### config.mk
export PLATFORM = sky130hd
export DESIGN_NAME = gpk_ram
export DESIGN_NICKNAME = d
export VERILOG_FILES = /design/src/rtl/core/gpk_ram.sv
export SDC_FILE = /design/constraint.sdc
export NUM_CORES = 1
export LEC_CHECK = 0
export BUFFER_PORTS_ARGS = -buffer_cell sky130_fd_sc_hd__buf_2
export CORE_UTILIZATION = 60
export DETAILED_ROUTE_END_ITERATION = 6
export PLACE_DENSITY = 0.75
export SLEW_MARGIN = 20
export SYNTH_ARGS = -nofsm -noshare
export SYNTH_HDL_FRONTEND = slang
export SYNTH_SLANG_ARGS = --single-unit
### constraint.sdc
create_clock -name clk -period 2.2 [get_ports clk]
set_clock_uncertainty 0.05 [all_clocks]
set_input_delay 0.33 -clock clk [delete_from_list [all_inputs] [get_ports clk]]
set_output_delay 0.33 -clock clk [all_outputs]
set_load 0.01 [all_outputs]
### src/rtl/core/gpk_ram.sv
module gpk_ram #(
  parameter int WIDTH = 8,
  parameter int DEPTH = 16,
  parameter int AW    = (DEPTH > 1) ? $clog2(DEPTH) : 1
) (
  input  logic             clk,
  input  logic             we,
  input  logic [AW-1:0]    waddr,
  input  logic [WIDTH-1:0] wdata,
  input  logic             re,
  input  logic [AW-1:0]    raddr,
  output logic [WIDTH-1:0] rdata
);

  logic [WIDTH-1:0] mem [DEPTH];
  logic [WIDTH-1:0] rdata_r;

  always_ff @(posedge clk) begin
    if (we) begin
      mem[waddr] <= wdata;
    end
    if (re) begin
      rdata_r <= mem[raddr];
    end
  end

  assign rdata = rdata_r;

endmodule

Word level (Yosys, flattened, before mapping)
Memories as Yosys holds them, arrays and structs flattened. A register that Yosys moved wholly into a read port is not among the register bits.
Cells that the tools add are included.
{ "word_totals": {"register_bits": 0, "ram_bits": 128, "mem_count": 1} }
{ "mem_list": {"columns": ["name", "depth", "word_bits", "rd", "rd_ports_with_merged_regs", "wr", "line_no", "rtl"], "rows": [
  ["mem", 16, 8, 1, 1, 1, "15", "logic [WIDTH-1:0] mem [DEPTH];"]
]} }
{ "op_classes": {"mux": 2} }
{ "ops": {"columns": ["operator", "count"], "rows": [
  ["$mux W1", 2]
]} }

Depth between registers and ports, before layout
Gate-level depths: netlist (run 1).
{ "depth": {"ltp_word": 2, "ltp_mapped": 5, "depth_no_buf": 3} }

Least setup slack after synthesis (run 1)
OpenSTA, ideal clock, no wires.
{ "synth_timing": {"path_type": "input-to-reg", "from": "input waddr[2]", "to": "memory mem[0][0] (enable)", "setup_time_ps": 383, "arrival_ps": 1440, "path_slack_ps": 327, "cell_stages": 2, "n_path_buf": 0, "path_cell_list": "or3b_2 nor3_1"} }
{ "synth_rtl": {"columns": ["element", "line_no", "rtl"], "rows": [
  ["from (decl)", "8", "input logic [AW-1:0] waddr,"],
  ["to (decl)", "15", null]
]} }
Straight into the memory's write port.

==> metrics.md, run 1 <==
| Metric | Value |
|---|---|
| Post-synth EDFFs | `136` |
| Die W | `between 90 and 100 µm` |
| Setup CP Type | `reg2reg` |
| CTS tree | `built` |
| Most frequent cells in the layout | `edfxtp_1 (136), buf_2 (26), mux4_2 (18), buf_4 (18)` |
| Synthesized area | `around 5200 µm²` |
| I/O Buffers | `26` |
| Initial drt markers | `168` |
| First-pass iteration count of the detailed router | `4` |
| Crit. End Element | `flop` |
| Total gr overflow | `0` |
| Final Util | `between 70% and 80%` |
| Initial antenna violation count | `1` |
| GRT Total Usage | `between 20% and 30%` |
| WL/cell | `approximately 25 µm` |
| Synth cell types | `18` |
| Final min period | `roughly 1700 ps` |
| DP Wirelength | `about 5.5 mm` |
| # diodes | `0` |
| CTS Buf Count | `17` |
| Clock latency on the worst-skew pair | `just over 500 ps` |
| Hold Fails Final Rpt | `0` |
| Post-Synthesis Cells | `approximately 230` |
| Share of the synthesized area in the top cell type | `about four fifths` |
| Cell count after placement | `371` |
| Pin count of the biggest net entering global routing | `33` |
| Root buf cell | `clkbuf_8` |
| DRT antenna net count | `0` |
| Clock transition at the registers of the reported paths | `60 ps` |
| Seq/Total Area, Yosys | `approximately four fifths` |
| Initial Util | `a little over three fifths` |
| Core Region | `between 8000 and 9000 µm²` |
| Pwr dens | `975.9 nW/µm²` |
| PnR worst setup slack | `525.5 ps` |
| Most common cell after layout, fill and taps aside | `edfxtp_1` |
| Worst Tran Pin Value | `roughly 430 ps` |
| Cts hold-fix bufs | `0` |
| Cell Rows | `33` |
| Fin crit share | `about three quarters` |
| Via density | `~6.3` |
| Total Negative Setup Slacks | `0 ps` |
| Final net count | `a little over 300` |
| Finished Layout Cells | `402` |
| Vias in the first global route | `2,470` |
| Max Freq | `0.5972 GHz` |
| Hold Path Class | `in2reg` |
| Max-Slew Margin vs Limit | `a little under three quarters` |
| Status | `complete, no violations` |
| Drt drc | `0` |
| Post-Route WL | `9.992 mm` |
| Die area | `9090 µm²` |
| Area contributors post-synth | `edfxtp_1 (78%), mux4_2 (7.8%), mux4_1 (7.0%), a22oi_1 (2.3%), nor2_1 (0.93%)` |
| Resized cells post-CTS | `0` |
| First-pass GRT wire length | `between 10 and 15 mm` |
| Worst IR Drop VDD | `0.6950 mV` |
| WP data required | `roughly 2400 ps` |
| YS warnings | `0` |
| Final RePlAce weighted congestion | `between 0.7 and 0.8` |
| Tot Pwr | `just over 0.006 W` |
| Share of cells above drive strength 1 | `approximately a third` |
| Max cap viols | `0` |
| Startpoint types | `flop` |
| Setup repair after global routing missed its margin | `false` |
| CP Max Fanout | `1` |
| Async S/R FF share, synth | `0%` |
| Clock buffer depth | `2` |
| Area Overhead vs Synth | `18.48%` |
| Vias | `approximately 2,500` |
| Synthesized flop and latch total | `136` |
| Fin. max-slew vios | `0` |
| Io pins | `27` |
| Post-Place Worst Slack | `roughly 240 ps` |
| Syn Area/Cell | `22.83 µm²` |
| CP arrival | `around 1900 ps` |
| Chip Height | `95.34 µm` |
| Setup bufs post-CTS | `0` |
| Syn_nets | `between 200 and 250` |
| Leak | `~2.1 nW` |
| Clock Sinks | `around 140` |
| Setup violations, final | `0` |
| Post-synth top area cell | `edfxtp_1` |
| CTS H-tree depth | `4` |
| Most common flop cell mapped by yosys | `edfxtp_1` |
final timing paths:
check | from | endpoint | slack, ps | cells after the start
setup / recovery | mem[10][1]$_DFFE_PP_ | rdata[1]$_DFFE_PP_ | 530 | 3
hold / removal | wdata[3] | mem[5][3]$_DFFE_PP_ | 140 | 1
setup reg to reg | mem[10][1]$_DFFE_PP_ | rdata[1]$_DFFE_PP_ | 530 | 3
hold reg to reg | mem[7][4]$_DFFE_PP_ | rdata[4]$_DFFE_PP_ | 710 | 3
final cells by class:
| type | count | area (µm²) |
|---|---|---|
| flip-flops and latches | 136 | 4084 |
| repair buffers | 47 | 325.3 |
| multi-input cells | 83 | 1057 |
| clock inverters | 14 | 181.4 |
| clock buffers | 17 | 414.1 |
| fillers | 457 | 2147 |
| well taps | 105 | 131.4 |
power by group:
part	total (W)	internal, W	switching (W)	leakage [nW]
clock	0.00284	0.00182	0.00101	0.291
combinational	0.000271	0.000119	0.000152	0.598
sequential	0.00294	0.00292	0.0000173	1.24
total	0.00604	0.00486	0.00118	2.12
routing by layer:
layer	track usage, %	part of all wire, %	vias up
met4	13.26	2.9	2
met1	31.92	39	1268
met5	0	0.11	-
met3	8.533	8.2	26
li1	-	-	1095
met2	38.10	50	131
metrics by stage:
stage,hold slack (ps),area [µm²]
2_1_floorplan,378.9,5228
3_3_place_gp,663.2,5598
3_5_place_dp,669.9,5598
4_1_cts,116.8,6193
5_1_grt,127.8,6193
6_report,142.5,6193
synth_stat cells (all sizes together), types with 2 or more instances:
cell	n
clkdlybuf4s25	3
nand2	9
mux4	32
nor3	4
a22oi	16
nand3b	2
buf	7
nor2	13
edfxtp	136
nand2b	2
critical path, stage by stage (launching register included):
cell and delay (ps):
edfxtp_1 420, mux4_1 550, a22oi_1 310, nand2_1 90
state kept, by name (all words and copies together), names as in the netlist:
register,count
mem,128
rdata,8
cells by family after synthesis:
group           share of synthesized area (%)
compound gates                          2.298
flops                                   78.12
mux                                     14.79
buf+inv                                 1.651
simple gates                            3.136
No activity file was read; power rests on OpenSTA's default activity.
==> run 2: changes to the inputs <==
clock period = 1.64 ns   (was 2.2 ns; I/O delays follow)
==> metrics.md, run 2 (same netlist as run 1, synthesis figures left out) <==
| Metric | Value |
|---|---|
| Vias in the first global route | `roughly 2,500` |
| Internal power | `around 0.0064 W` |
| DRT antenna net count | `0` |
| First-pass iteration count of the detailed router | `5` |
| Initial Util | `62.68%` |
| CTS H-tree depth | `4` |
| Status | `complete, no violations` |
| WP data required | `roughly 1800 ps` |
| Resized cells post-CTS | `0` |
| Clock buffer depth | `2` |
| Total gr overflow | `0` |
| Crit. End Element | `flop` |
| Flop pwr share | `49.7%` |
| Setup repair after global routing missed its margin | `false` |
| Switching Fraction | `about a fifth` |
| Clock Sinks | `around 140` |
| Most frequent cells in the layout | `edfxtp_1 (136), buf_2 (26), buf_4 (20)` |
| GRT Total Usage | `approximately a quarter` |
| Via density | `around 6.2` |
| Pwr dens | `1284 nW/µm²` |
| Chip Height | `about 95 µm` |
| Cell count after placement | `between 300 and 400` |
| PnR worst setup slack | `~25 ps` |
| Finished Layout Cells | `about 400` |
| Most common cell after layout, fill and taps aside | `edfxtp_1` |
| CP Max Fanout | `1` |
| Max FFs per register | `approximately 130` |
| Total Negative Setup Slacks | `0 ps` |
| Worst IR Drop VDD | `0.9208 mV` |
| Post-Place Worst Slack | `-189.3 ps` |
| Setup crit end | `rdata[6]$_DFFE_PP_` |
| I/O Buffers | `26` |
| Reg area | `about 4100 µm²` |
| CTS tree | `built` |
| Max-Slew Margin vs Limit | `around half` |
| Final RePlAce weighted congestion | `between 0.7 and 0.8` |
| Cts hold-fix bufs | `0` |
| Final net count | `around 310` |
| Final min period | `approximately 1600 ps` |
| Core Region | `roughly 8300 µm²` |
| Setup bufs post-CTS | `0` |
| Multi-input logic area | `between 1000 and 1500 µm²` |
| Hold Worst Slack | `61.27 ps` |
| Logic gate share of total power | `under 10%` |
| Fin crit share | `between 90% and 100%` |
| Worst Tran Pin Value | `756.5 ps` |
| Worst Setup SP | `mem[11][6]$_DFFE_PP_` |
| Initial drt markers | `~200` |
| Drt drc | `0` |
| Clock transition at the registers of the reported paths | `about 60 ps` |
| Filler cells | `473` |
| CP arrival | `approximately 1800 ps` |
| Io pins | `27` |
| Clock network fraction of total power | `a little under half` |
| Clock latency on the worst-skew pair | `just over 500 ps` |
| CTS Buf Count | `17` |
| Initial antenna violation count | `0` |
| Leak | `2.113 nW` |
| WL/cell | `approximately 23 µm` |
| Die area | `between 9000 and 10,000 µm²` |
| Hold Path Class | `in2reg` |
| Fin. max-slew vios | `0` |
| Worst Reg2Reg Path Length in Cells | `3` |
| Startpoint types | `flop` |
| Max cap viols | `0` |
| # diodes | `0` |
| Share of cells above drive strength 1 | `about 33%` |
| Cell Rows | `33` |
| Register-to-register setup slack | `~25 ps` |
| FF-to-FF Start | `mem[11][6]$_DFFE_PP_` |
| Area Overhead vs Synth | `18.05%` |
| Reg with most FFs | `mem` |
| Vias | `roughly 2,500` |
| Die W | `around 95 µm` |
| Hold Fails Final Rpt | `0` |
| Pin count of the biggest net entering global routing | `22` |
| First-pass GRT wire length | `~14 mm` |
| Root buf cell | `clkbuf_8` |
| Setup CP Type | `reg2reg` |
| Setup violations, final | `0` |
| Sw power | `around 0.0016 W` |
| DP Wirelength | `about 6 mm` |
| Reg2reg end | `rdata[6]$_DFFE_PP_` |
| Post-Route WL | `9.397 mm` |
| Max Freq | `roughly 0.62 GHz` |
run 2: area by class of cell:
class	count	area share, %
flip-flops and latches	136	66.18
well taps	105	2.129
clock inverters	13	2.514
repair buffers	48	5.191
multi-input cells	83	17.21
clock buffers	18	6.772
run 2: metrics by stage:
stage / total power (W) / cell area [µm²] / util, %
detailed placement: 0.004374 / 5598 / 67.12
CTS: 0.007969 / 6171 / 73.99
floorplan: 0.004210 / 5233 / -
global route: 0.008165 / 6171 / 73.99
global placement: 0.004361 / 5598 / 67.12
finish: 0.007922 / 6171 / 73.99
run 2: worst min path at each step:
stage	from	to	slack [ps]	cells past startpoint
finish	re	rdata[7]$_DFFE_PP_	60	1
global route	re	rdata[7]$_DFFE_PP_	30	1
CTS	re	rdata[1]$_DFFE_PP_	40	1
detailed placement	re	rdata[2]$_DFFE_PP_	580	1
global placement	re	rdata[3]$_DFFE_PP_	580	1
floorplan	wdata[0]	mem[0][0]$_DFFE_PP_	290	0
run 2: power by group through the flow:
stage | Clock (W) | Sequential, W | Combinational, W
2_1_floorplan | 0 | 0.00401 | 0.000198
5_1_grt | 0.00383 | 0.00394 | 0.000392
3_5_place_dp | 0 | 0.00401 | 0.000364
6_report | 0.00362 | 0.00394 | 0.000365
4_1_cts | 0.00366 | 0.00394 | 0.000368
3_3_place_gp | 0 | 0.00401 | 0.000355
run 2: layer usage:
layer	track usage, %	share of wire [%]	wire length, µm	vias to the layer above
met2	37.32	52	4848	103
met1	31.93	42	3970	1305
met5	0	0	0	-
li1	-	-	-	1093
met4	8.838	0.95	89	0
met3	6.220	5.2	487	7
run 2: critical path, stage by stage, from the launching register on:
cell and delay [ps]:
edfxtp_1 390, mux4_2 490, a22oi_1 320, nand2_1 100
