$ cat src/rtl/core/gpk_pkg.sv
package gpk_pkg;

  // Store geometry.
  localparam int MARKERS     = 4096;
  localparam int ALLELE_BITS = 16;
  localparam int STORE_BYTES = (MARKERS + 3) / 4;
  localparam int REL_W       = (MARKERS > 1) ? $clog2(MARKERS) : 1;
  localparam int BYTE_AW     = (STORE_BYTES > 1) ? $clog2(STORE_BYTES) : 1;
  localparam int PAIR_W      = 2 * ALLELE_BITS;

  typedef logic [ALLELE_BITS-1:0] allele_t;
  typedef logic [REL_W-1:0]       rel_t;
  typedef logic [BYTE_AW-1:0]     byte_addr_t;
  typedef logic [1:0]             code_t;

  // Field masks of the four code slots within a packed byte.
  localparam logic [7:0] SLOT_MASK [4] = '{8'h03, 8'h0c, 8'h30, 8'hc0};

  // Opcodes.
  localparam logic OP_SET = 1'b0;
  localparam logic OP_GET = 1'b1;

  // Configuration register indexes.
  localparam logic REG_MARKER_OFFSET = 1'b0;
  localparam logic REG_CHECK_ENABLE  = 1'b1;

  // Genotype codes.
  localparam code_t CODE_HOM_FIRST  = 2'd0;
  localparam code_t CODE_UNTYPED    = 2'd1;
  localparam code_t CODE_HET        = 2'd2;
  localparam code_t CODE_HOM_SECOND = 2'd3;

  // Typed counts.
  localparam logic [1:0] TYPED_NONE = 2'd0;
  localparam logic [1:0] TYPED_BOTH = 2'd2;

  // Result status.
  localparam logic [1:0] ST_OK    = 2'd0;
  localparam logic [1:0] ST_HALF  = 2'd1;
  localparam logic [1:0] ST_THIRD = 2'd2;
  localparam logic [1:0] ST_RANGE = 2'd3;

  // Everything the decision logic hands back to the controller.
  typedef struct packed {
    allele_t     allele_a;
    allele_t     allele_b;
    code_t       code;
    logic [1:0]  typed;
    logic [1:0]  status;
    logic        pair_we;
    logic [PAIR_W-1:0] pair_wdata;
    logic        byte_we;
    logic [7:0]  byte_wdata;
  } dec_t;

endpackage

$ cat src/rtl/core/gpk_decide.sv
module gpk_decide (
  input  logic                       opcode_i,
  input  logic                       out_of_range_i,
  input  logic                       check_en_i,
  input  gpk_pkg::allele_t           a1_i,
  input  gpk_pkg::allele_t           a2_i,
  input  logic [gpk_pkg::PAIR_W-1:0] pair_i,
  input  logic [7:0]                 byte_i,
  input  logic [1:0]                 slot_i,
  output gpk_pkg::dec_t              dec_o
);
  import gpk_pkg::*;

  allele_t    tab_first;
  allele_t    tab_second;
  allele_t    new_first;
  allele_t    new_second;
  code_t      cur_code;
  code_t      set_code;
  logic [1:0] set_status;
  logic [2:0] shamt;
  logic [7:0] keep_bits;

  assign tab_first  = pair_i[ALLELE_BITS-1:0];
  assign tab_second = pair_i[PAIR_W-1:ALLELE_BITS];
  assign shamt      = {slot_i, 1'b0};
  assign cur_code   = code_t'((byte_i & SLOT_MASK[slot_i]) >> shamt);
  assign keep_bits  = byte_i & ~SLOT_MASK[slot_i];

  // Learn the alleles of the marker as the set item would leave them.
  always_comb begin
    new_first  = tab_first;
    new_second = tab_second;
    if (tab_first == '0) begin
      new_first = a1_i;
      if ((a1_i != a2_i) && (tab_second == '0)) begin
        new_second = a2_i;
      end
    end else if (tab_second == '0) begin
      if (tab_first != a1_i) begin
        new_second = a1_i;
      end else if (a1_i != a2_i) begin
        new_second = a2_i;
      end
    end
  end

  always_comb begin
    set_status = ST_OK;
    if (check_en_i) begin
      if ((a1_i == '0) || (a2_i == '0)) begin
        set_status = ST_HALF;
      end else if (((a1_i != new_first) && (a1_i != new_second)) ||
                   ((a2_i != new_first) && (a2_i != new_second))) begin
        set_status = ST_THIRD;
      end
    end
    if (a1_i != a2_i) begin
      set_code = CODE_HET;
    end else if (a1_i == new_first) begin
      set_code = CODE_HOM_FIRST;
    end else begin
      set_code = CODE_HOM_SECOND;
    end
  end

  always_comb begin
    dec_o            = '0;
    dec_o.pair_wdata = {new_second, new_first};
    if (out_of_range_i) begin
      dec_o.status = ST_RANGE;
    end else if (opcode_i == OP_GET) begin
      dec_o.code  = cur_code;
      dec_o.typed = (cur_code == CODE_UNTYPED) ? TYPED_NONE : TYPED_BOTH;
      case (cur_code)
        CODE_HOM_FIRST: begin
          dec_o.allele_a = tab_first;
          dec_o.allele_b = tab_first;
        end
        CODE_HET: begin
          dec_o.allele_a = tab_first;
          dec_o.allele_b = tab_second;
        end
        CODE_HOM_SECOND: begin
          dec_o.allele_a = tab_second;
          dec_o.allele_b = tab_second;
        end
        default: begin
          dec_o.allele_a = '0;
          dec_o.allele_b = '0;
        end
      endcase
    end else if ((a1_i == '0) && (a2_i == '0)) begin
      dec_o.code       = CODE_UNTYPED;
      dec_o.byte_we    = 1'b1;
      dec_o.byte_wdata = keep_bits | (8'(CODE_UNTYPED) << shamt);
    end else begin
      dec_o.status = set_status;
      if (set_status == ST_OK) begin
        dec_o.code       = set_code;
        dec_o.pair_we    = 1'b1;
        dec_o.byte_we    = 1'b1;
        dec_o.byte_wdata = keep_bits | (8'(set_code) << shamt);
      end
    end
  end

endmodule

$ cat config.mk
export PLATFORM = sky130hd
export DESIGN_NAME = gpk_decide
export DESIGN_NICKNAME = d
export VERILOG_FILES = /design/src/rtl/core/gpk_pkg.sv /design/src/rtl/core/gpk_decide.sv
export SDC_FILE = /design/constraint.sdc
export NUM_CORES = 1
export LEC_CHECK = 0
export ABC_CLOCK_PERIOD_IN_PS = 13700
export BUFFER_PORTS_ARGS = -buffer_cell sky130_fd_sc_hd__buf_2
export CAP_MARGIN = 20
export CORE_MARGIN = 2
export CORE_UTILIZATION = 53
export DETAILED_ROUTE_END_ITERATION = 6
export PLACE_DENSITY = 0.92
export SYNTH_ARGS = -nofsm -noshare
export SYNTH_HDL_FRONTEND = slang
export SYNTH_SLANG_ARGS = --single-unit
$ cat constraint.sdc
create_clock -name vclk -period 13.7
set_input_delay 2.74 -clock vclk [all_inputs]
set_output_delay 2.74 -clock vclk [all_outputs]
set_load 0.02 [all_outputs]
Word level (Yosys, flattened, before mapping)
Cells that the tools add are included.
{"block": "totals", "reg_bits": 0, "latch_bits": 0, "mem_bits_rw": 0, "romBits": 0, "inputBits": 77, "word_cells": 63, "memories": 0}
{"block": "classes", "n_addsub": 0, "multipliers": 0, "div_mod_pow": 0, "magnitude_cmp": 1, "eq_ne": 10, "n_shift": 3, "n_mux": 31, "bitwise": 6, "reduce_logical": 12}
{"op": "$mux 16", "count": 6}
{"op": "$ne 16x16->1", "count": 6}
{"op": "$pmux 32 s3", "count": 1}
{"op": "$logic_not 16->1", "count": 4}
{"op": "$mux 36", "count": 1}
{"op": "$mux 9", "count": 4}
{"op": "$mux 32", "count": 1}
{"op": "$mux 2", "count": 11}
{"op": "$and 8x8->8", "count": 2}
{"op": "$bmux 8 s2", "count": 1}
{"op": "$eq 16x16->1", "count": 1}
{"op": "$mux 8", "count": 2}
{"op": "$or 8x8->8", "count": 2}
{"op": "$not 8->8", "count": 1}
{"op": "$shl 1x3->8 const A", "count": 1}
{"op": "$shl 2x3->8", "count": 1}
{"op": "$shr 8x3->2", "count": 1}
{"op": "$mux 3", "count": 2}
{"op": "$eq 2x2->1 const B", "count": 2}
{"op": "$logic_and 1x1->1", "count": 4}
{"op": "$logic_not 2->1", "count": 2}
{"op": "$ge 3x3->1 const B", "count": 1}
{"op": "$not 2->3", "count": 1}
{"op": "$eq 2x1->1 const B", "count": 1}
{"op": "other kinds (2)", "count": 4}

Longest topological paths before layout
{"block": "logic_depth", "ltp_word": 16, "mapped_depth": 13}

Worst setup path after synthesis
Ideal clock, no wire load.
{"block": "synth_timing", "path_kind": "input -> output", "startpoint": "input a1_i[1]", "endpoint": "output dec_o[1] in the netlist's numbering", "arrival_time_ns": 6.099, "setup_slack_ns": 4.861, "stages": 13, "n_path_buf": 3, "cell_sequence": "buf_4 -> xor2_2 -> nor4_2 -> nand4_4 -> and2_1 -> buf_6 -> buf_6 -> a221o_1 -> xor2_1 -> nor4_1 -> a21oi_2 -> a2111oi_4 -> a21boi_1"}
{"item": "start: declaration", "line": "gpk_decide.sv:5", "rtl": "input gpk_pkg::allele_t a1_i,"}
{"item": "end: declaration", "line": "gpk_decide.sv:10", "rtl": "output gpk_pkg::dec_t dec_o"}

==> results.md <==
- The static leakage is 1.84 nW.
- At the worst endpoint, the arrival time is 7.05 ns.
- The post-cts sizing count is 0.
- The final HPWL from detailed placement is 11100 um.
- The cell with the most instances after synthesis is sky130_fd_sc_hd__inv_1.
- The setup TNS is 0 ns.
- STA classifies the critical path startpoint as a primary input.
- The biggest area contributor in the post-synthesis netlist is sky130_fd_sc_hd__xor2_1.
- The initialized floorplan defines 27 standard-cell rows.
- The number of global-route vias before repair is 4023.
- Wires add up to 14500 um.
- Ranked by total cell area, the synthesized netlist is headed by sky130_fd_sc_hd__xor2_1 8.7%, sky130_fd_sc_hd__inv_1 5.3%, sky130_fd_sc_hd__buf_6 4.7%.
- The internal power component is 44.7 uW.
- The horizontal die dimension is 80.6 um.
- Summing all flip-flop and latch instances after layout gives 0 sq um.
- The maximum cell stage delay along the critical path is 0.77 ns.
- Dividing total power by cell area gives a power density of 35.2 mW/mm^2.
- For this block, the via count after detailed routing is 4545.
- Measured along the y axis, the die boundary spans 80.6 um.
- The standard cell with the maximum stage delay on the critical path is sky130_fd_sc_hd__and4_1.
- The global-route wire length before repair is 21600 um.
- The maximum frequency from static timing analysis is 102 MHz.
- The post-CTS setup-driven buffer insertion count is 0.
- At the pin with the least slew margin, the transition time is 1.15 ns.
- The flow ran to the end, but the final reports show violations.
- Sequential cells placed in the final layout were counted as 0.
- The share of cells above drive strength 1 is 0.335.
- Of all nets on the critical path, the largest fanout is 24.
- In this run the worst setup path begins at pair_i[9].
- Using the TritonRoute via totals, the vias-per-cell ratio works out to 7.11.
- Once detail routing completed, the nets flagged for antenna violations numbered 0.
- The share of the Yosys chip area taken by registers is 0.
- By startpoint and endpoint, the worst setup path is classified as in2out.
- The gate count of the mapped netlist is 454.
- The total die area is 0.00650 sq mm.
- The mean routed wirelength per cell is 22.7 um.
- Across the run, the number of max-cap violations was 0.
- The net count after synthesis is 531.
- The portion of total power attributed to combinational logic is 1.000.
- Entering global routing, the biggest net connects 25 pins.
- In this run the tool buffered the top-level ports with 156 buffer cells.
- The count of hold-fix buffers inserted at cts is 0.
- STA classifies the critical path endpoint as an output pin.
- The power share of the clock group is 0.
- Setup repair after global routing left no endpoint under its margin.
- The final layout contains 646 nets.
- The final setup violation count is 0.
- The remaining routing DRC violations is 1.
- The post-detailed-placement cell area is 0.00364 sq mm.
- The number of antenna diodes in the final layout is 0.
- The iteration count of the initial detailed-routing pass is 7.
- The worst hold path begins at byte_i[7].
- The top cell family by delay on the critical path is simple AND/OR/NAND/NOR gates.
- The initial utilization of the core area, before any placement, comes to 0.558.
- The routability congestion estimate from global placement is 1.08.
- The detailed router finished its first iteration with 718 violations.
- Ranked by instance count, the synthesized netlist is headed by 44 x sky130_fd_sc_hd__inv_1, 37 x sky130_fd_sc_hd__nand2_1, 31 x sky130_fd_sc_hd__xor2_1, 30 x sky130_fd_sc_hd__nor2_1.
- The switching part of the total is 0.653.
- Walking the worst path, the cells encountered are buf_2 -> nor4_1 -> and4_1 -> nor2_2 -> and2_1 -> a221o_1 -> xor2_1 -> nor4_1 -> a21oi_2 -> a2111oi_4 -> nor3b_2 -> buf_2.
- The max-slew violation count came to 0.
- The placed instance count is 638.
- For this run, the number of standard cells in the final layout without fillers is 639.
- The count of distinct cell types in the synthesized netlist is 75.
- In the finished design, the share of the clock period the worst path needs comes to 0.714.
- The layout has 0 clock buffers.
- The finished cells cover 0.00365 sq mm.
- The number of antenna violations at the first check in global routing is 0.
- During I/O placement, the number of pins put on the boundary was 157.
- The class of the tightest hold or removal check is in2out.
- Counting both buffers and inverters, the worst setup path holds a total of 2.
- The total count of hold-check failures in the final report is 0.
- The region available for standard cell placement spans 0.00557 sq mm.
- After global routing the overflow that remains totals 0.
- Measured against its own limit, the worst slew margin works out to 0.233.
- The required time at the endpoint of the critical path is 10.96 ns.
- The average footprint of a synthesized cell is 6.85 sq um.
- Of the total power, registers draw 0.
- The largest voltage drop on the vdd net is 22.0 uV.
- Across every metal layer, demand over resource in global routing totals 0.427.
- The checks that failed: design-rule violations.
- The area growth from synthesis to layout is 17.4%.
- For this run, the share of the core covered by cells in the final layout is 0.655.
- The total net switching power is 84.0 uW.
- The worst path needs 9.79 ns of the cycle, external delays included.
- The netlist area before placement is 0.00311 sq mm.
- The number of warnings reported in the yosys synthesis log is 0.
- The area share of the leading cell type in the synthesized netlist is 0.0873.
## power groups by stage
stage	Clock (mW)	Sequential, mW	Combinational (mW)
after detailed placement	0	0	0.123
final	0	0	0.129
after global placement	0	0	0.121
after CTS	0	0	0.124
after floorplan	0	0	0.0825
after global routing	0	0	0.136
## per-stage QoR
step	power [mW]	hold WS [ns]	worst slack [ns]
global route	0.136	5.86	3.73
global placement	0.121	5.84	4.17
floorplan	0.0825	5.62	4.86
CTS	0.124	5.84	4.08
finish	0.129	5.83	3.91
detailed placement	0.123	5.84	4.10
## path summary, 6_finish.rpt
kind / to / cells past startpoint
worst min-delay path: dec_o[7] / 4
worst max-delay path: dec_o[6] / 12
## area by class of cell
type                            count  area (sq um)
Inverter                           44           165
Fill cell                         533          1920
Timing Repair Buffer              159           803
Tap cell                           72          90.1
Multi-Input combinational cell    364          2590
## cells by family (layout without fill, tap and decap cells)
group,after synthesis,in the layout,synth area share
xor+xnor,50,50,0.150
other cells,1,1,0.00121
buf+inv,90,203,0.166
compound gates,155,155,0.384
simple gates,146,146,0.259
mux,12,12,0.0394
## cells in the final DEF (no fill, tap or decap), types with 2 or more instances in the layout
cell type,n
sky130_fd_sc_hd__a2111o_1,2
sky130_fd_sc_hd__a211o_1,5
sky130_fd_sc_hd__a211o_2,2
sky130_fd_sc_hd__a211oi_1,3
sky130_fd_sc_hd__a21boi_1,2
sky130_fd_sc_hd__a21o_1,10
sky130_fd_sc_hd__a21oi_1,23
sky130_fd_sc_hd__a221o_1,6
sky130_fd_sc_hd__a221oi_1,7
sky130_fd_sc_hd__a22o_1,16
sky130_fd_sc_hd__a22oi_1,19
sky130_fd_sc_hd__and3_1,3
sky130_fd_sc_hd__and4_1,3
sky130_fd_sc_hd__buf_2,156
sky130_fd_sc_hd__buf_4,3
sky130_fd_sc_hd__inv_1,44
sky130_fd_sc_hd__mux2_2,2
sky130_fd_sc_hd__mux2i_1,10
sky130_fd_sc_hd__nand2_1,37
sky130_fd_sc_hd__nand2b_1,6
sky130_fd_sc_hd__nand3_1,5
sky130_fd_sc_hd__nand4_1,10
sky130_fd_sc_hd__nor2_1,30
sky130_fd_sc_hd__nor2b_1,8
sky130_fd_sc_hd__nor3_1,4
sky130_fd_sc_hd__nor3b_2,2
sky130_fd_sc_hd__nor4_1,23
sky130_fd_sc_hd__nor4_2,4
sky130_fd_sc_hd__o211ai_1,4
sky130_fd_sc_hd__o21ai_0,12
sky130_fd_sc_hd__o221ai_1,2
sky130_fd_sc_hd__o22ai_1,12
sky130_fd_sc_hd__o2bb2ai_1,3
sky130_fd_sc_hd__o31ai_1,5
sky130_fd_sc_hd__or2_2,2
sky130_fd_sc_hd__xnor2_1,15
sky130_fd_sc_hd__xor2_1,31
sky130_fd_sc_hd__xor2_2,4
## per-layer routing
| layer | track usage | routed length (um) |
|---|---|---|
| met3 | 0.0910 | 2210 |
| met4 | 0.161 | 815 |
| met1 | 0.565 | 5200 |
| met2 | 0.674 | 6290 |
| met5 | 0 | 0 |
Power figures use the tool's default switching activity.
